[src/sv/lisou_pkg.sv]
package lisou_pkg;

    localparam int FRAC_BITS_DEF = 16;
    localparam logic [15:0] THR_RESET = 16'd655;

    localparam int SQ_W    = 64;
    localparam int ROOT_W  = 32;
    localparam int MAG_W   = 64;
    localparam int NUM_W   = 96;
    localparam int QUO_W   = 32;

    localparam logic [31:0] SAT_POS = 32'h7FFF_FFFF;
    localparam logic [31:0] SAT_NEG = 32'h8000_0000;

    typedef struct packed {
        logic             sgn;
        logic             par;
    } t_meta;

    typedef struct packed {
        t_meta            meta;
        logic [MAG_W-1:0] amag;
        logic [MAG_W-1:0] dmag;
    } t_geo;

    typedef struct packed {
        logic [31:0]      offset;
        logic             par;
        logic             sat;
    } t_res;

endpackage

[src/sv/lisou_sqrt.sv]
module lisou_sqrt #(
    parameter int PW = 8
) (
    input  logic                      i_clk,
    input  logic                      i_rst_n,
    input  logic                      i_en,
    input  logic                      i_v,
    input  logic [lisou_pkg::SQ_W-1:0] i_x,
    input  logic [PW-1:0]             i_pay,
    output logic                      o_v,
    output logic [lisou_pkg::ROOT_W-1:0] o_root,
    output logic [PW-1:0]             o_pay
);
    import lisou_pkg::*;

    localparam int NST = ROOT_W;

    logic            r_v   [0:NST-1];
    logic [SQ_W-1:0] r_x   [0:NST-1];
    logic [SQ_W-1:0] r_r   [0:NST-1];
    logic [PW-1:0]   r_pay [0:NST-1];

    for (genvar k = 0; k < NST; k++) begin : g_st
        localparam logic [SQ_W-1:0] BIT = SQ_W'(1) << (SQ_W - 2 - 2 * k);
        logic            v_in;
        logic [SQ_W-1:0] x_in;
        logic [SQ_W-1:0] rt_in;
        logic [PW-1:0]   p_in;
        logic [SQ_W-1:0] trial;
        logic            ge;

        if (k == 0) begin : g_first
            assign v_in  = i_v;
            assign x_in  = i_x;
            assign rt_in = '0;
            assign p_in  = i_pay;
        end else begin : g_next
            assign v_in  = r_v[k-1];
            assign x_in  = r_x[k-1];
            assign rt_in = r_r[k-1];
            assign p_in  = r_pay[k-1];
        end

        assign trial = rt_in + BIT;
        assign ge    = x_in >= trial;

        always_ff @(posedge i_clk) begin
            if (!i_rst_n) begin
                r_v[k] <= 1'b0;
            end else if (i_en) begin
                r_v[k] <= v_in;
            end
        end

        always_ff @(posedge i_clk) begin
            if (i_en) begin
                r_x[k]   <= ge ? x_in - trial : x_in;
                r_r[k]   <= ge ? (rt_in >> 1) + BIT : rt_in >> 1;
                r_pay[k] <= p_in;
            end
        end
    end

    assign o_v    = r_v[NST-1];
    assign o_root = r_r[NST-1][ROOT_W-1:0];
    assign o_pay  = r_pay[NST-1];

endmodule

[config.mk]
export PLATFORM = sky130hd
export DESIGN_NAME = lisou_sqrt
export DESIGN_NICKNAME = d
export VERILOG_FILES = /design/src/sv/lisou_pkg.sv /design/src/sv/lisou_sqrt.sv
export SDC_FILE = /design/constraint.sdc
export NUM_CORES = 2
export LEC_CHECK = 0
export BUFFER_PORTS_ARGS = -buffer_cell sky130_fd_sc_hd__clkbuf_2
export CAP_MARGIN = 20
export CORE_UTILIZATION = 55
export DETAILED_ROUTE_END_ITERATION = 10
export PLACE_DENSITY = 0.71
export SKIP_LAST_GASP = 1
export SYNTH_ARGS = -nofsm -noshare
export SYNTH_HDL_FRONTEND = slang
export SYNTH_MEMORY_MAX_BITS = 65536
export SYNTH_SLANG_ARGS = --single-unit
[constraint.sdc]
create_clock -name i_clk -period 4.2 [get_ports i_clk]
set_input_delay 0.42 -clock i_clk [delete_from_list [all_inputs] [get_ports i_clk]]
set_output_delay 0.42 -clock i_clk [all_outputs]
set_load 0.01 [all_outputs]
; ---- Word level (Yosys, flattened, before mapping)
; Memory sizes are Yosys's and may differ from the RTL's.
; Index checks and enable logic that the tools add are counted.
[word_totals]
romBits = 0
latchBits = 0
memories = 4
ram_bits = 4384
reg_bits = 0
[mem_list]
columns = name, depth, word_bits, read_ports, rd_ports_with_merged_regs, wr, line_no
row1 = r_r, 32, 64, 32, 0, 32, lisou_sqrt.sv:20  ; logic [SQ_W-1:0] r_r [0:NST-1];
row2 = r_x, 32, 64, 31, 0, 32, lisou_sqrt.sv:19  ; logic [SQ_W-1:0] r_x [0:NST-1];
row3 = r_pay, 32, 8, 32, 0, 32, lisou_sqrt.sv:21  ; logic [PW-1:0] r_pay [0:NST-1];
row4 = r_v, 32, 1, 32, 0, 32, lisou_sqrt.sv:18  ; logic r_v [0:NST-1];
[classes]
reduce_logical = 0
bitwise = 32
eq_ne = 0
div_mod_pow = 0
mux = 101
multipliers = 0
shift = 0
n_lt_le_gt_ge = 32
add_sub_neg = 94
[ops]
columns = operator, n
row1 = 64-bit 2-to-1 mux, 63
row2 = 64-bit >= comparator, 31
row3 = 64-bit subtractor, 31
row4 = 63-bit by 1-bit adder with 64-bit output (second input constant), 1
row5 = 63-bit by 11-bit adder with 64-bit output (second input constant), 1
row6 = 63-bit by 13-bit adder with 64-bit output (second input constant), 1
row7 = 63-bit by 15-bit adder with 64-bit output (second input constant), 1
row8 = 63-bit by 17-bit adder with 64-bit output (second input constant), 1
row9 = 63-bit by 19-bit adder with 64-bit output (second input constant), 1
row10 = 63-bit by 21-bit adder with 64-bit output (second input constant), 1
row11 = 63-bit by 23-bit adder with 64-bit output (second input constant), 1
row12 = 63-bit by 25-bit adder with 64-bit output (second input constant), 1
row13 = 63-bit by 27-bit adder with 64-bit output (second input constant), 1
row14 = 63-bit by 29-bit adder with 64-bit output (second input constant), 1
row15 = 63-bit by 3-bit adder with 64-bit output (second input constant), 1
row16 = 63-bit by 31-bit adder with 64-bit output (second input constant), 1
row17 = 63-bit by 33-bit adder with 64-bit output (second input constant), 1
row18 = 63-bit by 35-bit adder with 64-bit output (second input constant), 1
row19 = 63-bit by 37-bit adder with 64-bit output (second input constant), 1
row20 = 63-bit by 39-bit adder with 64-bit output (second input constant), 1
row21 = 63-bit by 41-bit adder with 64-bit output (second input constant), 1
row22 = 63-bit by 43-bit adder with 64-bit output (second input constant), 1
row23 = 63-bit by 45-bit adder with 64-bit output (second input constant), 1
row24 = 63-bit by 47-bit adder with 64-bit output (second input constant), 1
row25 = 46 further kinds, 113

; ---- Depth between registers and ports, before layout
[depth]
depth_word = 4
ltp_mapped = 15

; ---- Worst setup path before layout
; No wires, ideal clock.
[synth_path]
path_kind = flip-flop to flip-flop
from = memory r_x[29][32] (netlist: r_x[1][864])
to = memory r_x[30][58] (netlist: r_x[1][954]), data pin
period_less_slack_ns = 3.714
t_arrival_ns = 3.456
required_time_ns = 3.942
path_slack_ns = 0.486
stages_incl_launch_ff = 13
cell_sequence = edfxtp_1 ha_1 clkbuf_1 or4bb_1 nor4_1 nand3_1 o31a_1 nand2_1 a211o_2 nand2_1 or4_4 or4b_1 xnor2_1
[synth_rtl]
columns = element, line_no
row1 = start: declaration, lisou_sqrt.sv:19

==> results.cfg <==
[status]
status = completed

[synthesis]
ys_ff_latch = 2800
syn_area_sq_um = 129000
synth_edf_count = 2799
syn_nets = 10510
async_flop_share_pct = 0
ys.flop_type = edfxtp_1
syn_avg_cell_area_sq_um = 13.1
synth_area_leaders = edfxtp_1, ha_1, xnor2_1
yosys_warnings = 0
synth-seq-area-share_pct = 65.1
synth_cell_type_count = 89
synth_top_area_share_pct = 65.1
syn_inst = 9876
synth_largest_area_cell = edfxtp_1

[floorplan]
core_sq_um = 233000
io_pins = 117
start_util_pct = 55.4
dieArea_sq_um = 237000
rows = 177
die-height_um = 487
fp.dieW_um = 487

[global_routing]
overflow = 0
track_usage_pct = 26.7
grt_pass1_wl_mm = 477
grt_max_degree = 162
grt_pass1_vias = 81162
grt_antenna_before_repair = 24

[placed_design]
dp.cells = 13213
hpwl_mm = 240
gp_congestion = 0.957
portBuffers = 116
place_ws_ns = -0.610
placed_area_sq_um = 135000

[power_and_ir_drop]
peakVddDrop_mv = 0.395
p_leak_nw = 55.7
p_per_area_nw_per_um2 = 557
power.total_mw = 81.4

[sta]
hold_ws_ns = 0.100
max_slew_margin_pct = 38.0
fin_crit_ns = 4.09
setup_viol = 0
setup_tns_ns = 0
hold_viol_final = 0
max_freq_mhz = 245
slew_viol_final = 0
fin_crit_sh_pct = 97.3
setup_ws_ns = 0.112
worstMarginPinSlew_ns = 0.930
finClkSkew_ns = 0.0610
rsz0062_at_grt = true

[critical_path]
end_kind = register
r2r_cells = 11
critical_path.startpoint = r_x[1][426]
worstSetupPathType = reg -> reg
crit_required_ns = 4.82
timing.rr.start = r_x[1][426]
critPathArrivalTime_ns = 4.71
startpoint_type = register
r2r_end = r_x[1][505]
critPathMaxFanout = 5
r2r_slack_ns = 0.11

[detailed_routing]
avgViaCountPerCell = 5.81
dr.pass1.iters = 8
post_drt_wl_per_cell_um = 22.9
drt-initial-drc-count = 6179
drt-total-wl_mm = 318
drc = 0
ant_nets = 0
num_vias = 80717

[clocking]
clkTransAtPathRegs_ns = 0.06
htreeDepth = 5
cts_tree = built
clk_latency_ns = 0.96
clk_path_buf_depth = 4
cts_root_buffer = clkbuf_16
cts_sinks = 2800
numCtsBuffers = 309

[cells_and_area]
final_util_pct = 62.7
layout-drive-gt1-share_pct = 9.32
fin_nets = 11103
final_cell_area_sq_um = 146000
syn_to_final_growth_pct = 13.1
final_cells = 13884

[min_path]
hold_path_class = in -> reg
hold_end = r_v[1][0]
hold_depth = 2
worstHoldStart = i_rst_n

[flow_run]
maxCapViolations = 0
how the worst max path moves through the flow:
stage | slack, ns | cells past startpoint | endpoint
floorplan | 0.49 | 12 | r_x[1][954]
global placement | -0.55 | 11 | r_x[1][505]
detailed placement | -0.61 | 11 | r_x[1][505]
CTS | 0.12 | 12 | r_x[1][61]
global route | -0.03 | 12 | r_x[1][692]
finish | 0.11 | 11 | r_x[1][505]
cell usage after synthesis, types with 10 or more instances:
| cell | number |
|---|---|
| o31ai_1 | 27 |
| a21o_1 | 271 |
| nor2b_1 | 72 |
| nor2_1 | 702 |
| nand2b_1 | 99 |
| or3_1 | 83 |
| a221oi_1 | 11 |
| a41oi_1 | 10 |
| and2_1 | 33 |
| a21oi_1 | 671 |
| nand4_1 | 146 |
| or4_1 | 72 |
| a311oi_1 | 10 |
| nand4b_1 | 34 |
| a211oi_1 | 33 |
| o21ai_0 | 361 |
| nand2_1 | 552 |
| xor2_1 | 430 |
| o211ai_1 | 28 |
| nand3_1 | 161 |
| buf_1 | 22 |
| o21a_1 | 94 |
| xnor2_1 | 453 |
| nor3_1 | 296 |
| and3_1 | 85 |
| a31oi_1 | 55 |
| ha_1 | 558 |
| nor3b_1 | 24 |
| a211o_1 | 15 |
| nor4_1 | 315 |
| o2111ai_1 | 12 |
| clkbuf_1 | 154 |
| edfxtp_1 | 2799 |
| a21boi_0 | 16 |
| o41ai_1 | 18 |
| nand3b_1 | 30 |
| and4_1 | 29 |
| inv_1 | 691 |
| mux2_2 | 93 |
| o21bai_1 | 56 |
| or2_2 | 30 |
| nor4b_1 | 50 |
power breakdown:
part	total (mW)	switching (mW)	internal, mW
logic	17.3	10.2	7.07
registers	37.9	2.69	35.2
clock network	26.2	10.6	15.6
total	81.4	23.5	57.9
routing by layer:
layer	global-route usage, %	part of all wire, %
met1	27.6	35
met2	50.0	54
met3	3.69	4.2
met4	17.1	6.9
met5	0	0.0085
cell usage in the layout (no fill, tap or decap), drive strengths merged, types with 27 or more instances in the layout:
| master | synthesis | final |
|---|---|---|
| edfxtp | 2799 | 2799 |
| inv | 693 | 703 |
| nor2 | 702 | 702 |
| a21oi | 671 | 671 |
| ha | 558 | 558 |
| nand2 | 552 | 552 |
| clkbuf | 155 | 481 |
| xnor2 | 453 | 453 |
| xor2 | 430 | 430 |
| o21ai | 364 | 364 |
| nor4 | 316 | 316 |
| nor3 | 296 | 296 |
| buf | 33 | 279 |
| a21o | 271 | 271 |
| nand3 | 161 | 161 |
| nand4 | 146 | 146 |
| clkinv | 0 | 113 |
| nand2b | 99 | 99 |
| o21a | 94 | 94 |
| mux2 | 93 | 93 |
| and3 | 85 | 85 |
| or3 | 83 | 83 |
| dlygate4sd3 | 0 | 75 |
| or4 | 75 | 75 |
| nor2b | 72 | 72 |
| diode | 0 | 68 |
| o21bai | 56 | 56 |
| a31oi | 55 | 55 |
| nor4b | 50 | 50 |
| nand4b | 34 | 34 |
| and2 | 33 | 33 |
| a211oi | 33 | 33 |
| or2 | 32 | 32 |
| bufinv | 0 | 31 |
| nand3b | 30 | 30 |
| and4 | 29 | 29 |
| o211ai | 28 | 28 |
| o31ai | 27 | 27 |
timing repair:
item | in CTS | in global routing
hold endpoints to repair | 74 | 0
setup buffers | 2 | 0
resized for setup | 5 | 11
hold buffers | 75 | 0
endpoints found under the setup margin | 59 | 34
registers in the layout, summed over array words and instances, names as in the netlist:
| register | cells |
|---|---|
| r_pay | 256 |
| r_r | 528 |
| r_v | 32 |
| r_x | 1984 |
kinds of logic (layout without fill, tap and decap cells):
kind of cell / count (synthesis) / after routing / share of synthesized area [%]
AO/OA/AOI/OAI: 1798 / 1798 / 8.62
XOR/XNOR: 883 / 883 / 5.99
adder cells (fa/ha/maj): 558 / 558 / 5.41
buffers and inverters: 881 / 1689 / 2.59
flip-flops: 2800 / 2800 / 65.1
multiplexers: 102 / 102 / 0.881
other: 0 / 68 / 0
AND/OR/NAND/NOR: 2854 / 2854 / 11.4
critical path, stage by stage, from the launching register on:
cell and delay (ns):
edfxtp_1 0.51, or4_1 0.55, or3_1 0.42, nor4_4 0.47, and3_1 0.35, a2111o_1 0.14, a21o_1 0.19, o21ai_4 0.09
or4_1 0.59, buf_4 0.18, nor3_1 0.21, xor2_1 0.09
layout make-up:
cell class	instances	area [sq um]
repair buffers	470	3800
flip-flops and latches	2800	84100
clock inverters	161	1620
clock buffers	365	8080
well taps	3132	3920
diodes	68	170
fillers	17460	86900
inverters	693	2600
multi-input cells	6195	41800
(Power assumes the default switching activity.)
